[src/design/spq_pkg.sv]
`timescale 1ns / 1ps
// ----------------------------------------------------------------------------
// spq_pkg
// Types, codes and sizes that the sorted priority queue modules share.
// ----------------------------------------------------------------------------
package spq_pkg;

  localparam int unsigned DEPTH   = 8;
  localparam int unsigned CNT_W   = $clog2(DEPTH + 1);
  localparam int unsigned TAG_W   = 32;
  localparam int unsigned PRIO_W  = 8;
  localparam int unsigned ORDER_W = 16;
  localparam int unsigned COUNT_W = 4;

  typedef enum logic {
    OP_INSERT = 1'b0,
    OP_REMOVE = 1'b1
  } op_e;

  typedef enum logic [1:0] {
    ST_OK    = 2'd0,
    ST_FULL  = 2'd1,
    ST_EMPTY = 2'd2
  } status_e;

  // One queue entry as a cell holds it.
  typedef struct packed {
    logic               valid;
    logic [TAG_W-1:0]   tag;
    logic [PRIO_W-1:0]  prio;
    logic [ORDER_W-1:0] order;
  } entry_t;

  // Command broadcast to every cell in the row.
  typedef struct packed {
    logic   ins;
    logic   rem;
    entry_t item;
  } cell_ctrl_t;

endpackage

[src/design/spq_cell.sv]
`timescale 1ns / 1ps
// ----------------------------------------------------------------------------
// spq_cell
// One slot of the sorted row: holds an entry, shifts toward the tail on an
// insert ahead of it and toward the head on a remove.
// ----------------------------------------------------------------------------
module spq_cell
  import spq_pkg::*;
(
  input  logic       clk_i,
  input  logic       rst_ni,
  input  cell_ctrl_t ctrl_i,
  input  entry_t     left_i,     // neighbor nearer the head
  input  logic       left_gb_i,  // new item goes before the left neighbor
  input  entry_t     right_i,    // neighbor nearer the tail
  output entry_t     entry_o,
  output logic       gb_o        // new item goes at or before this slot
);

  entry_t entry_q, entry_d;

  // An empty slot always accepts; strict compare keeps equal keys in order.
  always_comb begin
    gb_o = !entry_q.valid
        || (ctrl_i.item.prio < entry_q.prio)
        || ((ctrl_i.item.prio == entry_q.prio) && (ctrl_i.item.order < entry_q.order));
  end

  always_comb begin
    entry_d = entry_q;
    if (ctrl_i.rem) begin
      entry_d = right_i;
    end else if (ctrl_i.ins && gb_o) begin
      entry_d = left_gb_i ? left_i : ctrl_i.item;
    end
  end

  always_ff @(posedge clk_i or negedge rst_ni) begin
    if (!rst_ni) begin
      entry_q <= '0;
    end else begin
      entry_q <= entry_d;
    end
  end

  assign entry_o = entry_q;

endmodule

[src/design/sorted_priority_queue_top.sv]
`timescale 1ns / 1ps
// ----------------------------------------------------------------------------
// sorted_priority_queue_top
// Bounded priority queue kept in service order in a row of shifting cells.
// ----------------------------------------------------------------------------
// The queue holds up to DEPTH entries (tag, priority, arrival order), sorted so
// that the lowest priority number, then the lowest arrival order, sits in the
// head cell; equal keys leave first in, first out. An input word with tuser
// OP_INSERT places its entry; one with OP_REMOVE pops the head. Each word
// yields exactly one output word with a status, the removed entry (zeros for
// inserts, full and empty reports) and the count held afterward. Every cell
// compares the new entry with its own in parallel and all shift together, so
// an input word is taken every cycle while the output register drains; its
// registered result is valid in the cycle after. No clearing pass follows reset.
// ----------------------------------------------------------------------------
module sorted_priority_queue_top
  import spq_pkg::*;
(
  input  logic        clk_i,
  input  logic        rst_ni,
  // input stream
  input  logic        s_axis_tvalid_i,
  output logic        s_axis_tready_o,
  input  logic [55:0] s_axis_tdata_i,  // [31:0] job_tag, [39:32] priority_req,
                                       // [55:40] arrival_order
  input  logic [0:0]  s_axis_tuser_i,  // [0] operation
  // output stream
  output logic        m_axis_tvalid_o,
  input  logic        m_axis_tready_i,
  output logic [63:0] m_axis_tdata_o,  // [31:0] out_job_tag, [39:32] out_priority,
                                       // [55:40] out_arrival_order,
                                       // [59:56] entry_count, [63:60] zero
  output logic [1:0]  m_axis_tuser_o   // [1:0] status
);

  logic             in_acc;
  op_e              op;
  cell_ctrl_t       ctrl;
  entry_t           cell_entry [DEPTH];
  logic             cell_gb    [DEPTH];
  logic [CNT_W-1:0] count_q, count_d;
  logic             full, empty;

  // output register
  logic               out_valid_q;
  status_e            status_q, status_d;
  logic [TAG_W-1:0]   tag_q, tag_d;
  logic [PRIO_W-1:0]  prio_q, prio_d;
  logic [ORDER_W-1:0] order_q, order_d;
  logic [COUNT_W-1:0] ecount_q, ecount_d;

  // Take a new word whenever the result slot is free or drains this cycle.
  assign s_axis_tready_o = !out_valid_q || m_axis_tready_i;
  assign in_acc          = s_axis_tvalid_i && s_axis_tready_o;
  assign op              = op_e'(s_axis_tuser_i[0]);
  assign full            = (count_q == CNT_W'(DEPTH));
  assign empty           = (count_q == '0);

  // Broadcast the command; a full insert or empty remove leaves the row alone.
  always_comb begin
    ctrl.ins        = in_acc && (op == OP_INSERT) && !full;
    ctrl.rem        = in_acc && (op == OP_REMOVE) && !empty;
    ctrl.item.valid = 1'b1;
    ctrl.item.tag   = s_axis_tdata_i[31:0];
    ctrl.item.prio  = s_axis_tdata_i[39:32];
    ctrl.item.order = s_axis_tdata_i[55:40];
  end

  // Cell 0 is the head; its left neighbor never takes the new entry.
  for (genvar i = 0; i < DEPTH; i++) begin : g_cell
    entry_t left_e, right_e;
    logic   left_gb;

    if (i == 0) begin : g_head
      assign left_e  = '0;
      assign left_gb = 1'b0;
    end else begin : g_mid
      assign left_e  = cell_entry[i-1];
      assign left_gb = cell_gb[i-1];
    end

    if (i == DEPTH - 1) begin : g_tail
      assign right_e = '0;
    end else begin : g_body
      assign right_e = cell_entry[i+1];
    end

    spq_cell u_cell (
      .clk_i    (clk_i),
      .rst_ni   (rst_ni),
      .ctrl_i   (ctrl),
      .left_i   (left_e),
      .left_gb_i(left_gb),
      .right_i  (right_e),
      .entry_o  (cell_entry[i]),
      .gb_o     (cell_gb[i])
    );
  end

  // Track the fill level alongside the row.
  always_comb begin
    count_d = count_q;
    if (ctrl.ins) begin
      count_d = count_q + CNT_W'(1);
    end else if (ctrl.rem) begin
      count_d = count_q - CNT_W'(1);
    end
  end

  // Build the result word; entry fields stay zero unless the head is popped.
  always_comb begin
    status_d = ST_OK;
    tag_d    = '0;
    prio_d   = '0;
    order_d  = '0;
    ecount_d = COUNT_W'(count_d);
    if (op == OP_INSERT) begin
      if (full) begin
        status_d = ST_FULL;
      end
    end else if (empty) begin
      status_d = ST_EMPTY;
    end else begin
      tag_d   = cell_entry[0].tag;
      prio_d  = cell_entry[0].prio;
      order_d = cell_entry[0].order;
    end
  end

  always_ff @(posedge clk_i or negedge rst_ni) begin
    if (!rst_ni) begin
      count_q     <= '0;
      out_valid_q <= 1'b0;
    end else begin
      count_q <= count_d;
      if (in_acc) begin
        out_valid_q <= 1'b1;
      end else if (m_axis_tready_i) begin
        out_valid_q <= 1'b0;
      end
    end
  end

  // Payload: load on every accepted word, hold otherwise.
  always_ff @(posedge clk_i) begin
    if (in_acc) begin
      status_q <= status_d;
      tag_q    <= tag_d;
      prio_q   <= prio_d;
      order_q  <= order_d;
      ecount_q <= ecount_d;
    end
  end

  assign m_axis_tvalid_o = out_valid_q;
  assign m_axis_tdata_o  = {4'b0000, ecount_q, order_q, prio_q, tag_q};
  assign m_axis_tuser_o  = status_q;

endmodule

[config.mk]
export PLATFORM = sky130hd
export DESIGN_NAME = sorted_priority_queue_top
export DESIGN_NICKNAME = d
export VERILOG_FILES = /design/src/design/spq_pkg.sv /design/src/design/spq_cell.sv /design/src/design/sorted_priority_queue_top.sv
export SDC_FILE = /design/constraint.sdc
export NUM_CORES = 2
export LEC_CHECK = 0
export BUFFER_PORTS_ARGS = -buffer_cell sky130_fd_sc_hd__clkbuf_2
export CAP_MARGIN = 20
export CORE_UTILIZATION = 25
export CTS_CLUSTER_SIZE = 16
export DETAILED_ROUTE_END_ITERATION = 10
export GPL_TIMING_DRIVEN = 0
export PLACE_DENSITY = 0.4
export SLEW_MARGIN = 20
export SYNTH_ARGS = -nofsm -noshare
export SYNTH_HDL_FRONTEND = slang
export SYNTH_SLANG_ARGS = --single-unit
[constraint.sdc]
create_clock -name clk_i -period 3.86 [get_ports clk_i]
set_clock_uncertainty 0.15 [all_clocks]
set_input_delay 0.193 -clock clk_i [delete_from_list [all_inputs] [get_ports clk_i]]
set_output_delay 0.193 -clock clk_i [all_outputs]
set_load 0.02 [all_outputs]
==> results.py <==
metrics = {
    "global_routing": {
        "grtUsageMet3_pct": 3.59,
        "grt_pass1_wl_mm": 200,
        "grt_overflow_total": 0,
        "busiest_layer": "met2",
        "grt_start_max_net_pins": 78,
        "grtUsageTotal_pct": 21.7,
        "use_met1_pct": 29.9,
        "antenna_found_initial": 9,
        "grt_pass1_vias": 28000,
        "met2_usage_pct": 34.4,
    },
    "cts": {
        "clockBufferDepth": 3,
        "cts-root-buf": "clkbuf_16",
        "clkSlewWorstSetupHoldPaths_ns": 0.07,
        "numCtsBuffers": 72,
        "htree_levels": 3,
        "clock-sinks": 523,
        "clock_latency_ns": 0.68,
        "cts_tree": "built",
    },
    "worst_setup_path": {
        "required_ns": 4.04,
        "r2r_setup_slack_ns": 0.02,
        "cp_slowest_cell": "clkbuf_1",
        "rr_endpoint": "ecount_q[1]",
        "r2r_cells": 9,
        "cp-start-kind": "register",
        "crit_path_end_kind": "register",
        "startpoint": "count_q[0]",
        "critical_path_class": "reg2reg",
        "crit_path_max_fanout": 10,
        "path_buf_inv": 4,
        "arrival_ns": 4.02,
        "max_stage_delay_ns": 0.58,
        "crit-reg2reg-launch": "count_q[0]",
        "worstPathCellList": "inv_1, ha_1, nand2b_1, o21a_1, nand3_1, clkbuf_4, clkbuf_2, clkbuf_1, o22ai_1",
        "cp_top_family": "buffers and inverters",
    },
    "place": {
        "dpl-instance-area_mm2": 0.0340,
        "hpwl_mm": 99.1,
        "io_buffers": 123,
        "pre_cts_slack_ns": -1.08,
        "gp_congestion": 0.877,
    },
    "floorplanning": {
        "die_h_um": 354,
        "die-area_mm2": 0.126,
        "rows": 128,
        "die_width_um": 354,
        "start_util_pct": 25.3,
        "pin_count": 129,
        "core_area_mm2": 0.123,
    },
    "timing": {
        "post-route-period-util_pct": 99.5,
        "period_needed_ns": 3.84,
        "tightest_slew_ns": 1.05,
        "fmax_ghz": 0.260,
        "slew_headroom_pct": 30.0,
        "report.final.slew_viol_count": 0,
        "hold_viol_final": 0,
        "setup-violations-final": 0,
        "fin_ws_ns": 0.0203,
    },
    "detailed_routing": {
        "dr.pass1.iters": 5,
        "drtIter0Drc": 2124,
        "wl_per_cell_um": 26.3,
        "totalWireLength_mm": 137,
        "viasPerCell": 5.17,
        "ant_nets": 0,
        "num_vias": 26900,
        "route.detailed.drc": 0,
    },
    "min_path": {
        "hold_class": "in2async",
    },
    "synthesis": {
        "synth_cell_type_count": 69,
        "synth_cells": 3283,
        "ys_ff_latch": 523,
        "ys.flop_type": "dfrtp_1",
        "synth_area_mm2": 0.0310,
        "synth_edf_count": 62,
        "avgSynthCellArea_um2": 9.46,
        "yosysSeqAreaShare_pct": 43.2,
        "synth_warnings": 0,
        "synthArstFlopShare_pct": 88.1,
    },
    "layout": {
        "drive_gt1_share_pct": 13.2,
        "area_delta_synth_final_pct": 19.1,
        "final_area_mm2": 0.0370,
        "fin_nets": 3780,
        "fin_util_pct": 30.2,
    },
    "pwr": {
        "ir_drop_v": 0.000411,
        "p_leak_uw": 0.0162,
        "power.density_mw_per_mm2": 808,
    },
    "outcome": {
        "status": "finished clean",
    },
    "run": {
        "max-cap-violations": 0,
    },
}
[cell usage in the layout, fill, tap and decap left out, types with 21 or more instances in the layout]
cell type	netlist	final
clkbuf_16	0	73
a21oi_1	288	285
clkbuf_1	177	157
and2_1	58	58
mux2_2	35	35
inv_1	252	251
buf_4	17	29
o221ai_1	59	57
edfxtp_1	62	62
nand3_1	133	133
o22ai_1	57	57
o31ai_1	57	56
mux2i_1	296	296
o211ai_1	65	65
dlygate4sd3_1	0	37
buf_2	61	44
o21ai_0	101	100
clkbuf_2	0	158
nor3_1	144	141
dfrtp_1	461	461
nand4_1	21	21
nor2_1	192	191
a211oi_1	69	69
ha_1	186	186
a311oi_1	56	56
nand2_1	249	249
a221oi_2	39	39
[power breakdown]
part	total, uW	internal [uW]	leakage (uW)	switching (uW)
sequential	10200	8140	0.00613	2080
combinational	12900	5080	0.00889	7840
clock	6730	3820	0.00114	2910
total	29900	17000	0.0162	12800
[metrics by stage]
step                setup TNS, ns  total power (uW)  hold WS (ns)  std cells
floorplan                       0             18300        -0.253       3286
global placement         -4977.86             22900         0.334       5034
detailed placement        -208.75             23000        0.0465       5043
CTS                             0             30000        0.0385       5211
global route             -0.00868             31900        0.0826       5213
finish                          0             29900        0.0410       5215
[layout make-up]
type                            instances  area (um2)
Sequential cell                       523       13400
Multi-Input combinational cell       2234       15600
Tap cell                             1625        2030
Clock buffer                          110        2120
Inverter                              252         948
Buffer                                276        1330
Timing Repair Buffer                  174        1300
Fill cell                           13100       85600
Clock inverter                         19         194
Antenna cell                            2        5.00
[repair_timing]
action / CTS / global route
pin swaps: 1 / 2
hold buffers: 38 / 0
gates resized for setup: 62 / 47
buffers inserted: 2 / 2
hold endpoints to repair: 560 / 0
setup endpoints to repair: 378 / 233
[worst reg2reg max path, stage by stage, from the launching register on]
cell	delay [ns]
dfrtp_1	0.41
inv_1	0.10
ha_1	0.18
nand2b_1	0.11
o21a_1	0.31
nand3_1	0.36
clkbuf_4	0.46
clkbuf_2	0.49
clkbuf_1	0.59
o22ai_1	0.35
[flip-flops by register name, indices dropped and copies added, names as in the netlist]
name                   count
tag_q                     32
g_cell.u_cell.entry_o    456
count_q                    4
order_q                   16
prio_q                     8
m_axis_tvalid_o            1
ecount_q                   4
m_axis_tuser_o             2
[worst max path at each step]
| stage | to | slack [ns] | cells after the start |
|---|---|---|---|
| after floorplan | g_cell[7].u_cell.entry_o[1] | 1.20 | 10 |
| after global placement | g_cell[0].u_cell.entry_o[26] | -10.06 | 1 |
| after detailed placement | g_cell[1].u_cell.entry_o[40] | -1.08 | 10 |
| after CTS | g_cell[5].u_cell.entry_o[1] | 0.0005 | 11 |
| after global routing | g_cell[3].u_cell.entry_o[41] | -0.008 | 11 |
| final | ecount_q[1] | 0.02 | 9 |
[Yosys cell counts (21+ instances only)]
| cell type | number | area [um2] |
|---|---|---|
| ha_1 | 186 | 2330 |
| o22ai_1 | 57 | 357 |
| nand4_1 | 21 | 131 |
| nor2_1 | 192 | 721 |
| a221oi_2 | 39 | 586 |
| edfxtp_1 | 62 | 1860 |
| o31ai_1 | 57 | 428 |
| o221ai_1 | 59 | 517 |
| a211oi_1 | 69 | 518 |
| o211ai_1 | 65 | 488 |
| clkbuf_1 | 177 | 664 |
| mux2i_1 | 296 | 2960 |
| buf_2 | 61 | 305 |
| a21oi_1 | 288 | 1440 |
| and2_1 | 58 | 363 |
| o21ai_0 | 101 | 505 |
| nand2_1 | 249 | 935 |
| nand3_1 | 133 | 666 |
| dfrtp_1 | 461 | 11500 |
| a311oi_1 | 56 | 490 |
| mux2_2 | 35 | 394 |
| inv_1 | 252 | 946 |
| nor3_1 | 144 | 721 |
[layer usage]
layer	share of wire [%]	vias to the layer above
met2	45	716
li1	-	12500
met5	0.043	-
met4	2.8	8
met3	5.3	191
met1	46	13600
[logic make-up after synthesis]
logic type	share of synthesized area, %
AO/OA/AOI/OAI	19.3
AND/OR/NAND/NOR	12.2
buffers and inverters	6.92
flip-flops	43.2
multiplexers	10.8
adder cells (fa/ha/maj)	7.50
XOR/XNOR	0.0846
other	0.0121
No activity file was read; power rests on OpenSTA's default activity.
